<file path="src/rtl/spbfs_pkg.sv">
`timescale 1ns / 1ps
`default_nettype none
package spbfs_pkg;

  localparam int STATE_COUNT     = 362880;
  localparam int CELLS           = 9;
  localparam int TILE_W          = 4;
  localparam int DEPTH_W         = 5;
  localparam int RANK_W          = 19;
  localparam int VIS_W           = 32;
  localparam int VIS_SHIFT       = 5;
  localparam int VIS_ROWS        = (STATE_COUNT + VIS_W - 1) / VIS_W;
  localparam int VIS_AW          = $clog2(VIS_ROWS);
  localparam int QUEUE_DEPTH_DEF = 65536;
  localparam int ENTRY_W         = CELLS * TILE_W + TILE_W + DEPTH_W;
  localparam int IN_TDATA_W      = 40;
  localparam int OUT_TDATA_W     = 8;

  typedef logic [CELLS-1:0][TILE_W-1:0] board_t;
  typedef logic [CELLS-1:0][TILE_W-1:0] digits_t;

  // classified board handed from front to back
  typedef struct packed {
    board_t            tiles;
    logic [TILE_W-1:0] blank;
    logic              bad;
  } job_t;

  typedef enum logic [1:0] {
    MOVE_UP    = 2'd0,
    MOVE_RIGHT = 2'd1,
    MOVE_DOWN  = 2'd2,
    MOVE_LEFT  = 2'd3
  } move_t;

  // goal board: cell 0 holds 8 down to cell 8 holding the blank
  localparam board_t GOAL_BOARD =
    {4'd0, 4'd1, 4'd2, 4'd3, 4'd4, 4'd5, 4'd6, 4'd7, 4'd8};

  function automatic logic [15:0] fact(input int n);
    logic [15:0] f;
    case (n)
      0, 1:    f = 16'd1;
      2:       f = 16'd2;
      3:       f = 16'd6;
      4:       f = 16'd24;
      5:       f = 16'd120;
      6:       f = 16'd720;
      7:       f = 16'd5040;
      8:       f = 16'd40320;
      default: f = 16'd0;
    endcase
    return f;
  endfunction

  // count of smaller tiles to the right of each cell
  function automatic digits_t rank_digits(input board_t b);
    digits_t d;
    d = '0;
    for (int i = 0; i < CELLS; i++) begin
      for (int j = 0; j < CELLS; j++) begin
        if (j > i && b[j] < b[i]) d[i] = d[i] + 4'd1;
      end
    end
    return d;
  endfunction

  // weighted digit sum over cells lo..hi
  function automatic logic [RANK_W-1:0] rank_part(input digits_t d, input int lo,
                                                  input int hi);
    logic [RANK_W-1:0] acc;
    acc = '0;
    for (int i = 0; i < CELLS; i++) begin
      if (i >= lo && i <= hi)
        acc = acc + RANK_W'(d[i]) * RANK_W'(fact(CELLS - 1 - i));
    end
    return acc;
  endfunction

  function automatic logic [1:0] col_of(input logic [TILE_W-1:0] p);
    logic [1:0] c;
    case (p)
      4'd0, 4'd3, 4'd6: c = 2'd0;
      4'd1, 4'd4, 4'd7: c = 2'd1;
      default:          c = 2'd2;
    endcase
    return c;
  endfunction

  function automatic logic move_ok(input move_t k, input logic [TILE_W-1:0] p);
    logic ok;
    case (k)
      MOVE_UP:    ok = (p >= 4'd3);
      MOVE_RIGHT: ok = (col_of(p) != 2'd2);
      MOVE_DOWN:  ok = (p <= 4'd5);
      MOVE_LEFT:  ok = (col_of(p) != 2'd0);
      default:    ok = 1'b0;
    endcase
    return ok;
  endfunction

  function automatic logic [TILE_W-1:0] move_cell(input move_t k,
                                                  input logic [TILE_W-1:0] p);
    logic [TILE_W-1:0] q;
    case (k)
      MOVE_UP:    q = p - 4'd3;
      MOVE_RIGHT: q = p + 4'd1;
      MOVE_DOWN:  q = p + 4'd3;
      MOVE_LEFT:  q = p - 4'd1;
      default:    q = p;
    endcase
    return q;
  endfunction

endpackage
`default_nettype wire

</file>
<file path="src/rtl/spbfs_front.sv">
`timescale 1ns / 1ps
`default_nettype none
module spbfs_front import spbfs_pkg::*; (
  input  wire logic   in_valid,
  output logic        in_ready,
  input  wire board_t in_tiles,
  output logic        job_valid,
  input  wire logic   job_ready,
  output job_t        job
);

  logic              bad;
  logic [TILE_W-1:0] blank;

  // flag tiles out of range or repeated, find the blank
  always_comb begin
    bad   = 1'b0;
    blank = '0;
    for (int i = 0; i < CELLS; i++) begin
      if (in_tiles[i] > 4'd8) bad = 1'b1;
      for (int j = 0; j < CELLS; j++) begin
        if (j < i && in_tiles[j] == in_tiles[i]) bad = 1'b1;
      end
      if (in_tiles[i] == 4'd0) blank = TILE_W'(i);
    end
  end

  assign job.tiles = in_tiles;
  assign job.blank = blank;
  assign job.bad   = bad;
  assign job_valid = in_valid;
  assign in_ready  = job_ready;

endmodule
`default_nettype wire

</file>
<file path="config.mk">
export PLATFORM = sky130hd
export DESIGN_NAME = spbfs_front
export DESIGN_NICKNAME = d
export VERILOG_FILES = /design/src/rtl/spbfs_pkg.sv /design/src/rtl/spbfs_front.sv
export SDC_FILE = /design/constraint.sdc
export NUM_CORES = 1
export LEC_CHECK = 0
export BUFFER_PORTS_ARGS = -buffer_cell sky130_fd_sc_hd__buf_4
export CAP_MARGIN = 30
export CORE_MARGIN = 5
export CORE_UTILIZATION = 30
export DETAILED_ROUTE_END_ITERATION = 6
export GPL_TIMING_DRIVEN = 0
export PLACE_DENSITY_LB_ADDON = 0.1
export SLEW_MARGIN = 40
export SYNTH_ARGS = -nofsm -noshare
export SYNTH_HDL_FRONTEND = slang
export SYNTH_SLANG_ARGS = --single-unit
</file>
<file path="constraint.sdc">
create_clock -name vclk -period 2.2
set_input_delay 0.33 -clock vclk [all_inputs]
set_output_delay 0.33 -clock vclk [all_outputs]
set_load 0.005 [all_outputs]
</file>
==> results of run 1 <==
## routing by layer
layer,part of all wire,up-vias,track usage
li1,-,1043,-
met1,0.46,1018,0.226
met5,0,-,0
met3,0.053,2,0.00620
met2,0.48,80,0.289
met4,0.0033,0,0.00234
## final timing paths
kind,startpoint,to,depth (start not counted)
worst min-delay path,in_tiles[23],job[28],2
worst max-delay path,in_tiles[34],job[0],8
## layout make-up
| type | instances | area [µm²] |
|---|---|---|
| Buffer | 75 | 488 |
| Fill cell | 774 | 4550 |
| Tap cell | 99 | 124 |
| Timing Repair Buffer | 43 | 323 |
| Multi-Input combinational cell | 221 | 1770 |
## where the power goes
group          leakage [nW]  switching (mW)  internal (mW)
clock                     0               0              0
combinational          1.01           0.303          0.304
sequential                0               0              0
## kinds of logic after synthesis
group	after synthesis
buffers and inverters	75
XOR/XNOR	144
AND/OR/NAND/NOR	62
AO/OA/AOI/OAI	15
## stage by stage
stage	cell area, µm²	total power [mW]	TNS (ns)	utilization
2_1_floorplan	2240	0.453	0	-
5_1_grt	2700	0.661	0	0.373
4_1_cts	2690	0.608	0	0.371
3_5_place_dp	2690	0.606	0	0.371
3_3_place_gp	2690	0.598	-0.00108	0.371
6_report	2700	0.607	0	0.373
## cell usage in the layout (no fill, tap or decap), drive strengths merged
cell type and count:
xnor2 116, nand4 38, o21ba 3, or4 1, o21ai 1, o31ai 9
nand3 1, nor4 18, and4 1, clkbuf 1, a21oi 2, buf 117
nor2 3, xor2 28
==> flow_metrics.tcl, run 1 <==
set metrics [dict create \
    diodes 0 \
    dp.cells 438 \
    worstPathRequired_ns 1.87 \
    synth_area_leaders "xnor2_1 45%, buf_4 13%, xor2_1 11%, nand4_1 11%, buf_2 7.6%" \
    setup.worst_path.class "input port to primary output" \
    min_path_type "input port to primary output" \
    synth_area_leader_cell "xnor2_1" \
    wirelength_mm 7.68 \
    crit_path_max_fanout 10 \
    yosys.area_share.adder 0 \
    leakagePower_nw 1.01 \
    register_area_um2 0 \
    overflow 0 \
    synth_top_family_by_area "XOR/XNOR gates" \
    arrival_ns 1.75 \
    worst_slack_ns 0.115 \
    fmax_mhz 480 \
    post_cts_resized 0 \
    syn_avg_cell_area_um2 7.57 \
    seq_cells 0 \
    grt_pass1_wl_mm 11.7 \
    finish.net_count 379 \
    synth.distinct_cells 15 \
    worstMarginPinSlew_ns 0.698 \
    synth_simple_gate_area_share 0.171 \
    critPathMaxStageDelay_ns 0.29 \
    synthesis.area_um2 2240 \
    detail_route.vias_per_cell 4.89 \
    synthMuxAreaShare 0 \
    setup_viol 0 \
    yosysMostFrequentCell "xnor2_1" \
    fin_cells 438 \
    antenna_found_initial 0 \
    drv_cap 0 \
    cp-start-kind "input port" \
    critPathBufInv 3 \
    die_area_um2 9300 \
    drt-pass1-iter-count 4 \
    drc 0 \
    die_w_um 96.5 \
    postCtsSetupBuffers 0 \
    rsz0062_at_grt "no" \
    grt_pass1_vias 2077 \
    crit_family "simple AND/OR/NAND/NOR gates" \
    synth_nets 334 \
    cp_cell_sequence "buf_2, xnor2_1, nand4_1, nand4_1, nor4_1, nand4_1, buf_4, buf_4" \
    port-buffer-count 43 \
    ioPinCount 81 \
    yosysSeqAreaShare 0 \
    synth_xor_area_frac 0.563 \
    cellPowerDensity_nw_per_um2 224 \
    ctsHoldBuffers 0 \
    core_um2 7250 \
    hpwlAfterDp_mm 5.44 \
    report.final.slew_viol_count 0 \
    grt_start_max_net_pins 11 \
    layout-drive-gt1-share 0.354 \
    vias 2143 \
    grt_usage 0.161 \
    crit_top_cell "nand4_1" \
    gp_congestion 0.832 \
    drtIter0Drc 137 \
    nClkBuffers 0 \
    finalCritPeriodShare 0.948 \
    synth_compound_area_frac 0.0502 \
    start_util 0.309 \
    ys_warn_count 0 \
    ant_nets 0 \
    synth_cells 296 \
    syn2layout_area_growth_pct 20.5 \
    hold_slack_ns 0.826 \
    slowest_stage "buf_2" \
    fin_crit_ns 2.08 \
    status "complete, no violations" \
    slew_headroom 0.530 \
    place_ws_ns 0.00951 \
    dieHeight_um 96.5 \
    synth_top_cells_by_count "116 x xnor2_1, 39 x buf_4, 38 x nand4_1, 34 x buf_2, 28 x xor2_1" \
    finalHoldViolations 0 \
    synth_top_cell_area_share 0.453 \
    ir_drop_uv 82.1 \
    endpoint_kind "primary output" \
    wl_per_cell_um 17.5 \
    row_count 31 \
]
(Power assumes the default switching activity.)
==> run 2, diff against run 1 <==
RECOVER_POWER = 100   (was default)
==> flow_metrics.tcl, run 2 (synthesized netlist as in run 1, its figures left out) <==
set metrics [dict create \
    status "complete, no violations" \
    crit_top_cell "nand4_1" \
    finish.net_count 379 \
    setup.worst_path.class "input port to primary output" \
    start_util 0.309 \
    seq_cells 0 \
    grt_pass1_vias 2077 \
    layout-drive-gt1-share 0.342 \
    die_area_um2 9300 \
    row_count 31 \
    arrival_ns 1.81 \
    vias 2135 \
    placed_area_um2 2690 \
    antenna_found_initial 0 \
    mostFrequentLayoutCells "116 x xnor2_1, 41 x buf_4, 38 x clkbuf_4, 38 x nand4_1, 32 x buf_2" \
    dp.cells 438 \
    nClkBuffers 0 \
    cp-start-kind "input port" \
    fin_area_um2 2690 \
    die_w_um 96.5 \
    ioPinCount 81 \
    syn2layout_area_growth_pct 19.9 \
    wl_per_cell_um 17.6 \
    fin_cells 438 \
    utilization 0.371 \
    endpoint_kind "primary output" \
    postCtsSetupBuffers 0 \
    ant_nets 0 \
    critPathMaxStageDelay_ns 0.29 \
    drtIter0Drc 144 \
    wirelength_mm 7.72 \
    worstMarginPinSlew_ns 0.697 \
    core_um2 7250 \
    fin_crit_ns 2.14 \
    grt_pass1_wl_mm 11.7 \
    cellPowerDensity_nw_per_um2 223 \
    gp_congestion 0.832 \
    drc 0 \
    finalHoldViolations 0 \
    grt_start_max_net_pins 11 \
    worstPathRequired_ns 1.87 \
    fillCellCount 778 \
    crit_path_max_fanout 10 \
    slew_headroom 0.531 \
    place_ws_ns 0.00951 \
    multi_input_area_um2 1770 \
    detail_route.vias_per_cell 4.87 \
    rsz0062_at_grt "no" \
    register_area_um2 0 \
    final_common_cell "xnor2_1" \
    slowest_stage "nor4_1" \
    report.final.slew_viol_count 0 \
    grt_usage 0.161 \
    setup_viol 0 \
    finalCritPeriodShare 0.970 \
    ir_drop_uv 77.6 \
    ctsHoldBuffers 0 \
    leakagePower_nw 0.988 \
    diodes 0 \
    min_path_type "input port to primary output" \
    cp_cell_sequence "clkbuf_2, xnor2_1, nand4_1, nand4_1, nor4_1, nand4_1, buf_4, buf_4" \
    drt-pass1-iter-count 4 \
    hold_depth 2 \
    dieHeight_um 96.5 \
    worst_slack_ns 0.0650 \
    port-buffer-count 43 \
    overflow 0 \
    hpwlAfterDp_mm 5.44 \
    fmax_mhz 468 \
    drv_cap 0 \
]
-- run 2: changes by cell type in the layout (fill, tap and decap cells not counted) --
cell / delta
buf_4: -41
clkbuf_4: +37
clkbuf_1: +4
buf_2: -1
clkbuf_2: +1
-- run 2: path summary, 6_finish.rpt --
path,to,startpoint
max,job[0],in_tiles[32]
min,job[23],in_tiles[18]
-- run 2: critical path: cells and delay by family --
family / cells / cell delay [ns]
buf+inv: 3 / 0.54
xor+xnor: 1 / 0.20
simple gates: 4 / 0.73
-- run 2: layout make-up --
type               instances  share of cell area
multi-input cells        221               0.658
plain buffers             75               0.182
repair buffers            43               0.115
well taps                 99              0.0461
-- run 2: per-layer routing --
layer / vias up / GRT usage / wire length (µm)
li1: 1043 / - / -
met1: 1009 / 0.226 / 3450
met2: 83 / 0.289 / 3730
met3: 0 / 0.00620 / 542
met4: 0 / 0.00234 / 0
met5: - / 0 / 0
-- run 2: power by group --
part	switching [mW]	internal [mW]
sequential	0	0
clock	0	0
combinational	0.304	0.297
-- run 2: what timing repair did --
| item | in CTS | in global routing |
|---|---|---|
| hold endpoints to repair | 0 | 0 |
| resized for setup | 0 | 3 |
| setup endpoints to repair | 0 | 1 |
-- run 2: per-stage QoR --
| step | total power, mW | setup TNS [ns] | hold WS (ns) |
|---|---|---|---|
| after floorplan | 0.453 | 0 | 0.741 |
| after global placement | 0.598 | -0.00108 | 0.827 |
| after detailed placement | 0.606 | 0 | 0.827 |
| after CTS | 0.608 | 0 | 0.827 |
| after global routing | 0.653 | 0 | 0.851 |
| final | 0.600 | 0 | 0.835 |
==> run 3, diff against run 2 <==
CELL_PAD_IN_SITES_DETAIL_PLACEMENT = 1   (was default)
CELL_PAD_IN_SITES_GLOBAL_PLACEMENT = 1   (was default)
==> flow_metrics.tcl, run 3 (synthesized netlist as in run 1, its figures left out) <==
set metrics [dict create \
    status "complete, no violations" \
    layout-drive-gt1-share 0.342 \
    register_area_um2 0 \
    arrival_ns 1.75 \
    postCtsSetupBuffers 0 \
    setup.worst_path.class "input port to primary output" \
    fin_crit_ns 2.08 \
    hpwlAfterDp_mm 5.89 \
    leakagePower_nw 0.991 \
    drv_cap 0 \
    dieHeight_um 96.5 \
    cp-start-kind "input port" \
    fillCellCount 922 \
    drtIter0Drc 71 \
    wirelength_mm 8.02 \
    fmax_mhz 480 \
    drt-pass1-iter-count 4 \
    multi_input_area_um2 1770 \
    diodes 0 \
    report.final.slew_viol_count 0 \
    min_path_type "input port to primary output" \
    mostFrequentLayoutCells "116 x xnor2_1, 43 x buf_4, 42 x clkbuf_4" \
    ant_nets 0 \
    post_cts_resized 0 \
    ir_drop_uv 81.7 \
    fin_area_um2 2710 \
    drc 0 \
    crit_path_max_fanout 10 \
    finalHoldViolations 0 \
    worstMarginPinSlew_ns 0.699 \
    overflow 0 \
    slew_headroom 0.529 \
    nClkBuffers 0 \
    finalCritPeriodShare 0.948 \
    seq_cells 0 \
    vias 2173 \
    hold_depth 2 \
    grt_usage 0.177 \
    tns_ns 0 \
    place_ws_ns 0.0195 \
    grt_pass1_vias 2346 \
    finish.net_count 379 \
    detail_route.vias_per_cell 4.96 \
    final_common_cell "xnor2_1" \
    start_util 0.309 \
    worst_slack_ns 0.115 \
    ctsHoldBuffers 0 \
    cellPowerDensity_nw_per_um2 225 \
    endpoint_kind "primary output" \
    grt_pass1_wl_mm 12.8 \
    grt_start_max_net_pins 11 \
    utilization 0.373 \
    ioPinCount 81 \
    row_count 31 \
    placed_area_um2 2690 \
    gp_congestion 0.831 \
    die_area_um2 9300 \
    setup_viol 0 \
    worstPathRequired_ns 1.87 \
    core_um2 7250 \
    die_w_um 96.5 \
    syn2layout_area_growth_pct 20.7 \
    antenna_found_initial 0 \
    port-buffer-count 43 \
    wl_per_cell_um 18.3 \
]
==> run 3: metal layers <==
metal | GRT usage | share of wire
met1 | 0.234 | 0.44
met2 | 0.316 | 0.48
met3 | 0.0201 | 0.062
met4 | 0.0187 | 0.0090
met5 | 0 | 0
==> run 3: area by class of cell <==
class              count  share of cell area
plain buffers         75               0.187
multi-input cells    221               0.655
well taps             99              0.0458
repair buffers        43               0.112
==> run 3: per-stage QoR <==
step,hold slack [ns],power [mW],instances
finish,0.831,0.609,438
global route,0.852,0.667,438
CTS,0.828,0.614,438
detailed placement,0.828,0.612,438
global placement,0.827,0.599,438
floorplan,0.741,0.453,296
==> run 3: path summary, 6_finish.rpt <==
kind,start,endpoint,slack (ns)
worst max-delay path,in_tiles[21],job[0],0.12
worst min-delay path,in_tiles[10],job[15],0.83
==> run 3: critical path, stage by stage <==
cell and delay (ns):
buf_2 0.21, o31ai_1 0.26, and4_1 0.24, nand4_1 0.11, nor4_2 0.17, nand4_1 0.14, buf_4 0.16, buf_4 0.12
==> run 3: power breakdown <==
part	internal, mW	total, mW	switching, mW
clock	0	0	0
combinational	0.301	0.609	0.308
sequential	0	0	0
total	0.301	0.609	0.308
