## src/rtl/spbfs_pkg.sv

```systemverilog
`timescale 1ns / 1ps
`default_nettype none
package spbfs_pkg;

  localparam int STATE_COUNT     = 362880;
  localparam int CELLS           = 9;
  localparam int TILE_W          = 4;
  localparam int DEPTH_W         = 5;
  localparam int RANK_W          = 19;
  localparam int VIS_W           = 32;
  localparam int VIS_SHIFT       = 5;
  localparam int VIS_ROWS        = (STATE_COUNT + VIS_W - 1) / VIS_W;
  localparam int VIS_AW          = $clog2(VIS_ROWS);
  localparam int QUEUE_DEPTH_DEF = 65536;
  localparam int ENTRY_W         = CELLS * TILE_W + TILE_W + DEPTH_W;
  localparam int IN_TDATA_W      = 40;
  localparam int OUT_TDATA_W     = 8;

  typedef logic [CELLS-1:0][TILE_W-1:0] board_t;
  typedef logic [CELLS-1:0][TILE_W-1:0] digits_t;

  // classified board handed from front to back
  typedef struct packed {
    board_t            tiles;
    logic [TILE_W-1:0] blank;
    logic              bad;
  } job_t;

  typedef enum logic [1:0] {
    MOVE_UP    = 2'd0,
    MOVE_RIGHT = 2'd1,
    MOVE_DOWN  = 2'd2,
    MOVE_LEFT  = 2'd3
  } move_t;

  // goal board: cell 0 holds 8 down to cell 8 holding the blank
  localparam board_t GOAL_BOARD =
    {4'd0, 4'd1, 4'd2, 4'd3, 4'd4, 4'd5, 4'd6, 4'd7, 4'd8};

  function automatic logic [15:0] fact(input int n);
    logic [15:0] f;
    case (n)
      0, 1:    f = 16'd1;
      2:       f = 16'd2;
      3:       f = 16'd6;
      4:       f = 16'd24;
      5:       f = 16'd120;
      6:       f = 16'd720;
      7:       f = 16'd5040;
      8:       f = 16'd40320;
      default: f = 16'd0;
    endcase
    return f;
  endfunction

  // count of smaller tiles to the right of each cell
  function automatic digits_t rank_digits(input board_t b);
    digits_t d;
    d = '0;
    for (int i = 0; i < CELLS; i++) begin
      for (int j = 0; j < CELLS; j++) begin
        if (j > i && b[j] < b[i]) d[i] = d[i] + 4'd1;
      end
    end
    return d;
  endfunction

  // weighted digit sum over cells lo..hi
  function automatic logic [RANK_W-1:0] rank_part(input digits_t d, input int lo,
                                                  input int hi);
    logic [RANK_W-1:0] acc;
    acc = '0;
    for (int i = 0; i < CELLS; i++) begin
      if (i >= lo && i <= hi)
        acc = acc + RANK_W'(d[i]) * RANK_W'(fact(CELLS - 1 - i));
    end
    return acc;
  endfunction

  function automatic logic [1:0] col_of(input logic [TILE_W-1:0] p);
    logic [1:0] c;
    case (p)
      4'd0, 4'd3, 4'd6: c = 2'd0;
      4'd1, 4'd4, 4'd7: c = 2'd1;
      default:          c = 2'd2;
    endcase
    return c;
  endfunction

  function automatic logic move_ok(input move_t k, input logic [TILE_W-1:0] p);
    logic ok;
    case (k)
      MOVE_UP:    ok = (p >= 4'd3);
      MOVE_RIGHT: ok = (col_of(p) != 2'd2);
      MOVE_DOWN:  ok = (p <= 4'd5);
      MOVE_LEFT:  ok = (col_of(p) != 2'd0);
      default:    ok = 1'b0;
    endcase
    return ok;
  endfunction

  function automatic logic [TILE_W-1:0] move_cell(input move_t k,
                                                  input logic [TILE_W-1:0] p);
    logic [TILE_W-1:0] q;
    case (k)
      MOVE_UP:    q = p - 4'd3;
      MOVE_RIGHT: q = p + 4'd1;
      MOVE_DOWN:  q = p + 4'd3;
      MOVE_LEFT:  q = p - 4'd1;
      default:    q = p;
    endcase
    return q;
  endfunction

endpackage
`default_nettype wire

```

## src/rtl/spbfs_jobq.sv

```systemverilog
`timescale 1ns / 1ps
`default_nettype none
module spbfs_jobq import spbfs_pkg::*; (
  input  wire logic clk,
  input  wire logic rst,
  input  wire logic push_valid,
  output logic      push_ready,
  input  wire job_t push_job,
  output logic      pop_valid,
  input  wire logic pop_ready,
  output job_t      pop_job
);

  job_t       slot [2];
  logic       wr_ptr;
  logic       rd_ptr;
  logic [1:0] fill;
  logic       do_push;
  logic       do_pop;

  assign push_ready = (fill != 2'd2);
  assign pop_valid  = (fill != 2'd0);
  assign pop_job    = slot[rd_ptr];
  assign do_push    = push_valid && push_ready;
  assign do_pop     = pop_valid && pop_ready;

  // two-entry queue between front and search
  always_ff @(posedge clk) begin
    if (do_push) slot[wr_ptr] <= push_job;
    if (rst) begin
      wr_ptr <= 1'b0;
      rd_ptr <= 1'b0;
      fill   <= 2'd0;
    end else begin
      if (do_push) wr_ptr <= ~wr_ptr;
      if (do_pop)  rd_ptr <= ~rd_ptr;
      case ({do_push, do_pop})
        2'b10:   fill <= fill + 2'd1;
        2'b01:   fill <= fill - 2'd1;
        default: fill <= fill;
      endcase
    end
  end

endmodule
`default_nettype wire

```

## config.mk

```make
export PLATFORM = sky130hd
export DESIGN_NAME = spbfs_jobq
export DESIGN_NICKNAME = d
export VERILOG_FILES = /design/src/rtl/spbfs_pkg.sv /design/src/rtl/spbfs_jobq.sv
export SDC_FILE = /design/constraint.sdc
export NUM_CORES = 1
export LEC_CHECK = 0
export ABC_CLOCK_PERIOD_IN_PS = 2170
export BUFFER_PORTS_ARGS = -buffer_cell sky130_fd_sc_hd__buf_2
export CAP_MARGIN = 10
export CORE_MARGIN = 4
export CORE_UTILIZATION = 30
export DETAILED_ROUTE_END_ITERATION = 8
export PLACE_DENSITY_LB_ADDON = 0.25
export SKIP_CTS_REPAIR_TIMING = 1
export SLEW_MARGIN = 20
export SYNTH_ARGS = -nofsm -noshare
export SYNTH_HDL_FRONTEND = slang
export SYNTH_SLANG_ARGS = --single-unit
```

## constraint.sdc

```tcl
create_clock -name clk -period 2.17 [get_ports clk]
set_clock_uncertainty 0.05 [all_clocks]
set_input_delay 0.3255 -clock clk [delete_from_list [all_inputs] [get_ports clk]]
set_output_delay 0.3255 -clock clk [all_outputs]
set_load 0.02 [all_outputs]
```

==> metrics.txt, run 1 <==
status finished, final reports clean; Startpoint Class flop; vias in the first global route 1,775; Final setup viols 0; crit path DAT 1.49 ns; Root Buffer clkbuf_8; H-tree Lvls 3; Max VDD drop 0.000563 V; Synth Area in XOR/XNOR 0.00829; WHS Path Cells 1; via count 1,655; met3 Usage GRT 0.0371; TritonRoute pass-1 iters 4; Avg Cell Area, Syn 20.9 µm²; worst path cell trace buf_12, mux2_2, buf_2; maxcap violations 0; antenna violations before repair 0; fmax 536 MHz; Initial Utilization 0.307; Die Wd ~110 µm; Setup TNS 0 ns; P&R area growth vs syn 25.5%; GR Util met2 0.153; Die Span Y approximately 110 µm; worst path bufs/invs 2; Final ANT Viol Nets 0; Worst slew margin 0.775; Overflow after GRT 0; total die area 12,300 µm²; overall power ~4.6 mW; Seq/Total Area, Yosys 0.808; largest fanout on the critical path 41; hold violation count in the final report 0; simple-gate portion of the synthesized area 0.0150; P_leak 1.46 nW; post-synthesis adder-cell area fraction 0.00395; post-synthesis compound-gate area fraction 0.0103; CTS tree built; RSZ-0062 raised after global routing no; worst-skew pair later-pin latency approximately 0.35 ns; R2R setup slack about 0.52 ns; synth warn 0; main combinational cell family by area after synthesis multiplexers; mux contribution to synthesized area 0.146; Worst EP required 1.79 ns; post-DR vias/cell 4.25; Final Max Slew Viols 0; DR iter-0 viols 80; DR DRC count 0; fill count 984; Worst path top cell family by delay buffers and inverters; first-pass GRT wire length 9110 µm; Cell variety after synth 20; Rows 37; CP Capture Type output port; Synth Net Count 198; ANT cells 0; CP peak stage delay 0.38 ns; Worst-Margin Slew 0.337 ns; worst reg2reg path endpoint slot[0][28]; HPWL after DPL roughly 3700 µm; cts bufs inserted 9; clk buf depth 2; pwr dens 1160 nW/µm²; Buffers on Ports 87; post-layout minimum cycle time about 1.9 ns; final period utilization 0.860; core box area 10,300 µm²; GRT busiest layer met2; met1 global-route usage 0.120; reg2reg start fill[0]; WS Path Type reg -> out; number of synthesized register bits 87; I/O pin cnt 88; Final #Nets just under 300; WL/cell 14.9 µm; routability congestion estimate 0.721; hold path endpoint slot[0][19]; crit path max-delay cell type mux2_2; Post-Synthesis Cells roughly 150; total track usage 0.0982; pin count of the biggest net entering global routing 42; Register-to-Register Path Depth 4; clock slew at reported path FFs 0.09 ns; drt total wl slightly below 6000 µm; fraction of layout cells with a size suffix above 1 0.593; Netlist Area Pre-Place 3170 µm²; Num Clock Sinks 87; area of the multi-input gates 582 µm²; hold_sp push_job[19]; Hold Path Class in -> reg; Reg area 2560 µm²
-- routing by layer --
layer / up-vias / wire, µm / part of all wire
met5: - / 0 / 0
met1: 811 / 2510 / 0.43
li1: 783 / - / -
met3: 6 / 376 / 0.065
met4: 0 / 99 / 0.017
met2: 55 / 2800 / 0.48
-- how the worst max path moves through the flow --
stage | start | end | slack [ns] | cells after the start
floorplan | fill[0] | slot[0][0] | 0.09 | 3
global placement | fill[0] | slot[0][31] | 0.54 | 4
detailed placement | fill[0] | slot[0][31] | 0.50 | 4
CTS | flop | pop_job[18] | 0.25 | 3
global route | flop | pop_job[18] | 0.22 | 3
finish | flop | pop_job[39] | 0.30 | 3
-- cell families (layout without fill, tap and decap cells) --
group | after synthesis | count (layout)
AOI/OAI and AO/OA | 5 | 5
xor gates and xnor gates | 3 | 3
adders and majority gates | 1 | 1
buffers and inverters | 6 | 107
DFF | 87 | 87
muxes | 41 | 41
and+or+nand+nor | 9 | 9
-- cell usage after synthesis --
cell type	n	area [µm²]
a21bo_2	1	10.0
a21oi_1	2	10.0
and3_1	1	6.26
buf_2	4	20.0
clkbuf_1	1	3.75
dfxtp_1	5	100
edfxtp_1	82	2460
ha_1	1	12.5
inv_1	1	3.75
mux2_2	41	462
nand2_1	1	3.75
nand2b_1	1	6.26
nand3b_1	1	7.51
nor2_1	3	11.3
o21a_1	1	7.51
o21ai_0	1	5.00
or2_2	1	6.26
or3_1	1	6.26
xnor2_1	2	17.5
xor2_1	1	8.76
-- stage by stage --
step | utilization | worst slack, ns | instances | hold slack, ns | instance area (µm²)
after CTS | 0.386 | 0.247 | 389 | 0.0776 | 3980
after global routing | 0.386 | 0.219 | 389 | 0.0832 | 3980
after global placement | 0.370 | 0.545 | 373 | 0.453 | 3810
final | 0.386 | 0.304 | 389 | 0.110 | 3980
after detailed placement | 0.370 | 0.504 | 373 | 0.461 | 3810
after floorplan | - | 0.0877 | 152 | 0.345 | 3170
-- area by class of cell --
type                            count  area share
Sequential cell                    87       0.644
Multi-Input combinational cell     59       0.146
Timing Repair Buffer               90       0.124
Tap cell                          136      0.0428
Clock buffer                       10      0.0321
Clock inverter                      6     0.00943
Inverter                            1    0.000943
-- report_power, final --
group / total (mW) / leakage [nW] / switching [mW] / internal [mW]
sequential: 2.19 / 0.809 / 0.0685 / 2.12
combinational: 1.48 / 0.571 / 0.863 / 0.620
clock: 0.960 / 0.0797 / 0.550 / 0.410
-- registers in the layout, summed over array words and instances, names as in the netlist, named ones only --
signal	cells
rd_ptr	1
wr_ptr	1
slot	82
fill	2
-- layout by cell type, fill, tap and decap left out, drive strengths merged --
cell type  instances
and3               1
or2                1
ha                 1
or3                1
nand3b             1
nand2              1
a21bo              1
a21oi              2
xnor2              2
xor2               1
edfxtp            82
dfxtp              5
mux2              41
o21ai              1
buf               90
inv                1
o21a               1
nand2b             1
nor2               3
clkinvlp           2
clkinv             4
clkbuf            10
-- worst register-to-register path: cells and delay by family (launching register included) --
family	cells	cell delay [ns]
flops	1	0.41
simple gates	2	0.34
buf+inv	2	0.54
Note: power is estimated with default switching activity, not from simulation.
==> inputs of run 2 (changes only) <==
Settings changed: CELL_PAD_IN_SITES_DETAIL_PLACEMENT from default to 0, CELL_PAD_IN_SITES_GLOBAL_PLACEMENT from default to 1, MAX_ROUTING_LAYER from default to met4.
==> metrics.txt, run 2 (synthesis results as in run 1) <==
DR iter-0 viols 84; hold violation count in the final report 0; post-DR vias/cell 4.28; pin count of the biggest net entering global routing 26; DP Area 3800 µm²; TritonRoute pass-1 iters 3; Max VDD drop just under 0.0005 V; H-tree Lvls 3; max reg flops 82; worst-skew pair later-pin latency 0.34 ns; drt total wl 5970 µm; pwr dens 1210 nW/µm²; I/O pin cnt 88; post-layout minimum cycle time 1.94 ns; Final ANT Viol Nets 0; Num Clock Sinks 87; crit path DAT between 1.5 and 2 ns; CP peak stage delay between 0.3 and 0.4 ns; commonest non-fill, non-tap cell in the layout buf_2; final period utilization 0.894; final worst slack 0.229 ns; largest fanout on the critical path 25; Largest Register slot; antenna violations before repair 0; worst path cell trace buf_4, mux2_2, buf_2; HPWL after DPL 3920 µm; Die Span Y roughly 110 µm; Initial Utilization 0.307; cts bufs inserted 9; status finished, final reports clean; clk buf depth 2; Reg area 2560 µm²; Final Max Slew Viols 0; vias in the first global route roughly 1,900; Worst path top cell family by delay buffers and inverters; Die Wd 111 µm; Buffers on Ports 87; Overflow after GRT 0; crit path max-delay cell type mux2_2; Final setup viols 0; largest registers slot: 82 flops, fill: 2 flops; Worst-Margin Slew roughly 0.36 ns; P_leak 1.49 nW; Final #Nets 297; dpl ws between 0.5 and 0.6 ns; Hold Path Class in -> reg; fin area 4020 µm²; Startpoint Class flop; CTS tree built; WS Path Type reg -> out; CP Capture Type output port; total die area 12,300 µm²; via count ~1,700; WL/cell 15.2 µm; Rows 37; fill count 984; Worst EP required between 1.5 and 2 ns; Setup TNS 0 ns; core box area about 10,000 µm²; clock slew at reported path FFs 0.09 ns; maxcap violations 0; overall power 4.88 mW; P&R area growth vs syn 26.8%; routability congestion estimate 0.683; commonest non-fill, non-tap cells in the layout buf_2 (87), edfxtp_1 (82), mux2_2 (41); DR DRC count 0; total track usage 0.104; fmax just over 500 MHz; Worst slew margin 0.761; fraction of layout cells with a size suffix above 1 0.602; Util after Layout 0.389; area of the multi-input gates approximately 580 µm²; first-pass GRT wire length about 9700 µm; RSZ-0062 raised after global routing no; Root Buffer clkbuf_8; worst path bufs/invs 2; ANT cells 0
-- run 2: changes by cell type in the layout (fill, tap and decap cells not counted), sizes merged --
cell    before  now
buf         90   93
bufinv       0    2
clkinv       4    2
clkbuf      10    9
inv          1    2
-- run 2: per-layer routing --
metal,up-vias,share of wire,GRT usage
met2,41,0.51,0.173
li1,789,-,-
met1,839,0.43,0.117
met4,0,0.017,0.0517
met5,-,0,-
met3,8,0.042,0.0284
-- run 2: through the flow --
stage               std cells  hold WS [ns]
global route              392        0.0843
detailed placement        376         0.463
global placement          376         0.452
floorplan                 152         0.345
CTS                       392        0.0871
finish                    392         0.110
-- run 2: path summary, 6_finish.rpt --
check,from,to,slack (ns),cells after the start
min,push_job[35],slot[0][35],0.11,1
max reg2reg,fill[0],fill[1],0.51,5
max,flop,pop_job[26],0.23,3
min reg2reg,rd_ptr,rd_ptr,0.48,2
-- run 2: worst reg2reg max path, stage by stage (launching register included) --
cell and delay [ns]:
dfxtp_1 0.42, nand2b_1 0.23, nand2_1 0.08, ha_1 0.33, or3_1 0.35, a21oi_1 0.14
-- run 2: cell type report --
cell class                 instances  share of cell area
timing repair buffer              93               0.120
clock buffer                       9              0.0308
multi-input combinational         59               0.145
sequential                        87               0.638
clock inverter                     7              0.0240
tap                              136              0.0423
inverter                           1            0.000934
-- run 2: where the power goes --
group	switching, mW	internal (mW)	total (mW)
Combinational	0.868	0.599	1.47
Sequential	0.0681	2.12	2.19
Clock	0.575	0.650	1.22
Total	1.51	3.37	4.88
==> inputs of run 3 (changes only) <==
Settings changed: CORE_UTILIZATION 30 to 39, PLACE_DENSITY from default to 0.8, PLACE_DENSITY_LB_ADDON 0.25 to default.
==> metrics.txt, run 3 (synthesis results as in run 1) <==
status finished, final reports clean; pin count of the biggest net entering global routing 42; Worst EP required approximately 1.8 ns; post-DR vias/cell around 4.6; Die Wd 98.2 µm; maxcap violations 0; Initial Utilization 0.406; Final ANT Viol Nets 0; fill count 671; first-pass GRT wire length 8580 µm; H-tree Lvls 3; cts bufs inserted 9; Worst slew margin 0.774; Util after Layout 0.515; worst path bufs/invs 2; commonest non-fill, non-tap cell in the layout buf_2; Final Max Slew Viols 0; worst path cell trace buf_12, mux2_2, buf_2; core box area 7810 µm²; routability congestion estimate 0.759; post-layout minimum cycle time 1.85 ns; Buffers on Ports 87; met3 wire len 381 µm; worst-skew pair later-pin latency approximately 0.33 ns; TritonRoute pass-1 iters 4; met2 WL post-DR 2740 µm; drt total wl between 5000 and 6000 µm; fraction of layout cells with a size suffix above 1 0.598; Largest Register slot; Rows 32; CTS tree built; RSZ-0062 raised after global routing no; max layer used met4; largest registers slot: 82 flops, fill: 2 flops; fin area around 4000 µm²; worst hold slack 0.119 ns; Startpoint Class flop; total track usage 0.119; Num Clock Sinks 87; Routed met1 length 2160 µm; final worst slack between 0.3 and 0.4 ns; P_leak between 1.5 and 2 nW; pwr dens 1230 nW/µm²; crit path max-delay cell type mux2_2; max reg flops 82; Final setup viols 0; ANT cells 0; commonest non-fill, non-tap cells in the layout buf_2 (87), edfxtp_1 (82), mux2_2 (41); Final #Nets 297; antenna violations before repair 0; Root Buffer clkbuf_8; P&R area growth vs syn 26.7%; WL/cell 14.9 µm; Worst-Margin Slew roughly 0.34 ns; Overflow after GRT 0; fmax 542 MHz; Setup TNS 0 ns; DR DRC count 0; via count 1,641; vias in the first global route about 1,700; HPWL after DPL about 3600 µm; clock slew at reported path FFs around 0.08 ns; largest fanout on the critical path between 40 and 50; total die area 9640 µm²; final period utilization 0.851; hold violation count in the final report 0; Worst path top cell family by delay buffers and inverters; I/O pin cnt 88; Max VDD drop 0.000619 V; CP peak stage delay approximately 0.38 ns; WS Path Type reg -> out; Hold Path Class in -> reg; Die Span Y 98.2 µm; DP Area 3780 µm²; DR iter-0 viols 35; crit path DAT 1.47 ns; CP Capture Type output port; clk buf depth 2; dpl ws 0.527 ns
-- run 3: cell count changes in the layout (fill, tap and decap cells not counted) --
cell and change:
buf_12 +2, buf_4 -2, clkinvlp_4 -2, bufinv_16 +1, clkinv_1 +1, clkinv_2 +1
inv_6 -1
-- run 3: area by class of cell --
class | instances | area (µm²) | share of cell area
Timing Repair Buffer | 93 | 505 | 0.126
Clock inverter | 7 | 111 | 0.0277
Sequential cell | 87 | 2560 | 0.638
Tap cell | 102 | 128 | 0.0318
Inverter | 1 | 3.75 | 0.000934
Multi-Input combinational cell | 59 | 582 | 0.145
Clock buffer | 9 | 124 | 0.0308
-- run 3: stage by stage --
| step | cells | power, mW |
|---|---|---|
| CTS | 358 | 5.03 |
| floorplan | 152 | 3.24 |
| detailed placement | 342 | 3.75 |
| global placement | 342 | 3.72 |
| global route | 358 | 5.21 |
| finish | 358 | 4.96 |
-- run 3: worst register-to-register path, cell delays in order, from the launching register on --
cell and delay, ns:
dfxtp_1 0.42, nand2b_1 0.21, nand2_1 0.08, ha_1 0.34, or3_1 0.36, a21oi_1 0.14
-- run 3: where the power goes --
group	switching [mW]	total (mW)	internal (mW)
clock network	0.520	1.28	0.757
registers	0.0741	2.19	2.12
logic	0.861	1.49	0.628
total	1.46	4.96	3.50
-- run 3: worst paths after layout --
kind                      from     endpoint  slack (ns)  depth (start not counted)
setup reg to reg       fill[0]      fill[1]        0.51                          5
hold reg to reg         rd_ptr       rd_ptr        0.48                          2
setup / recovery          flop  pop_job[17]        0.32                          3
hold / removal    push_job[36]  slot[0][36]        0.12                          1
-- run 3: layer usage --
metal	vias to the layer above	track usage
met1	785	0.140
li1	788	-
met5	-	-
met3	9	0.0443
met2	59	0.190
met4	0	0.0378
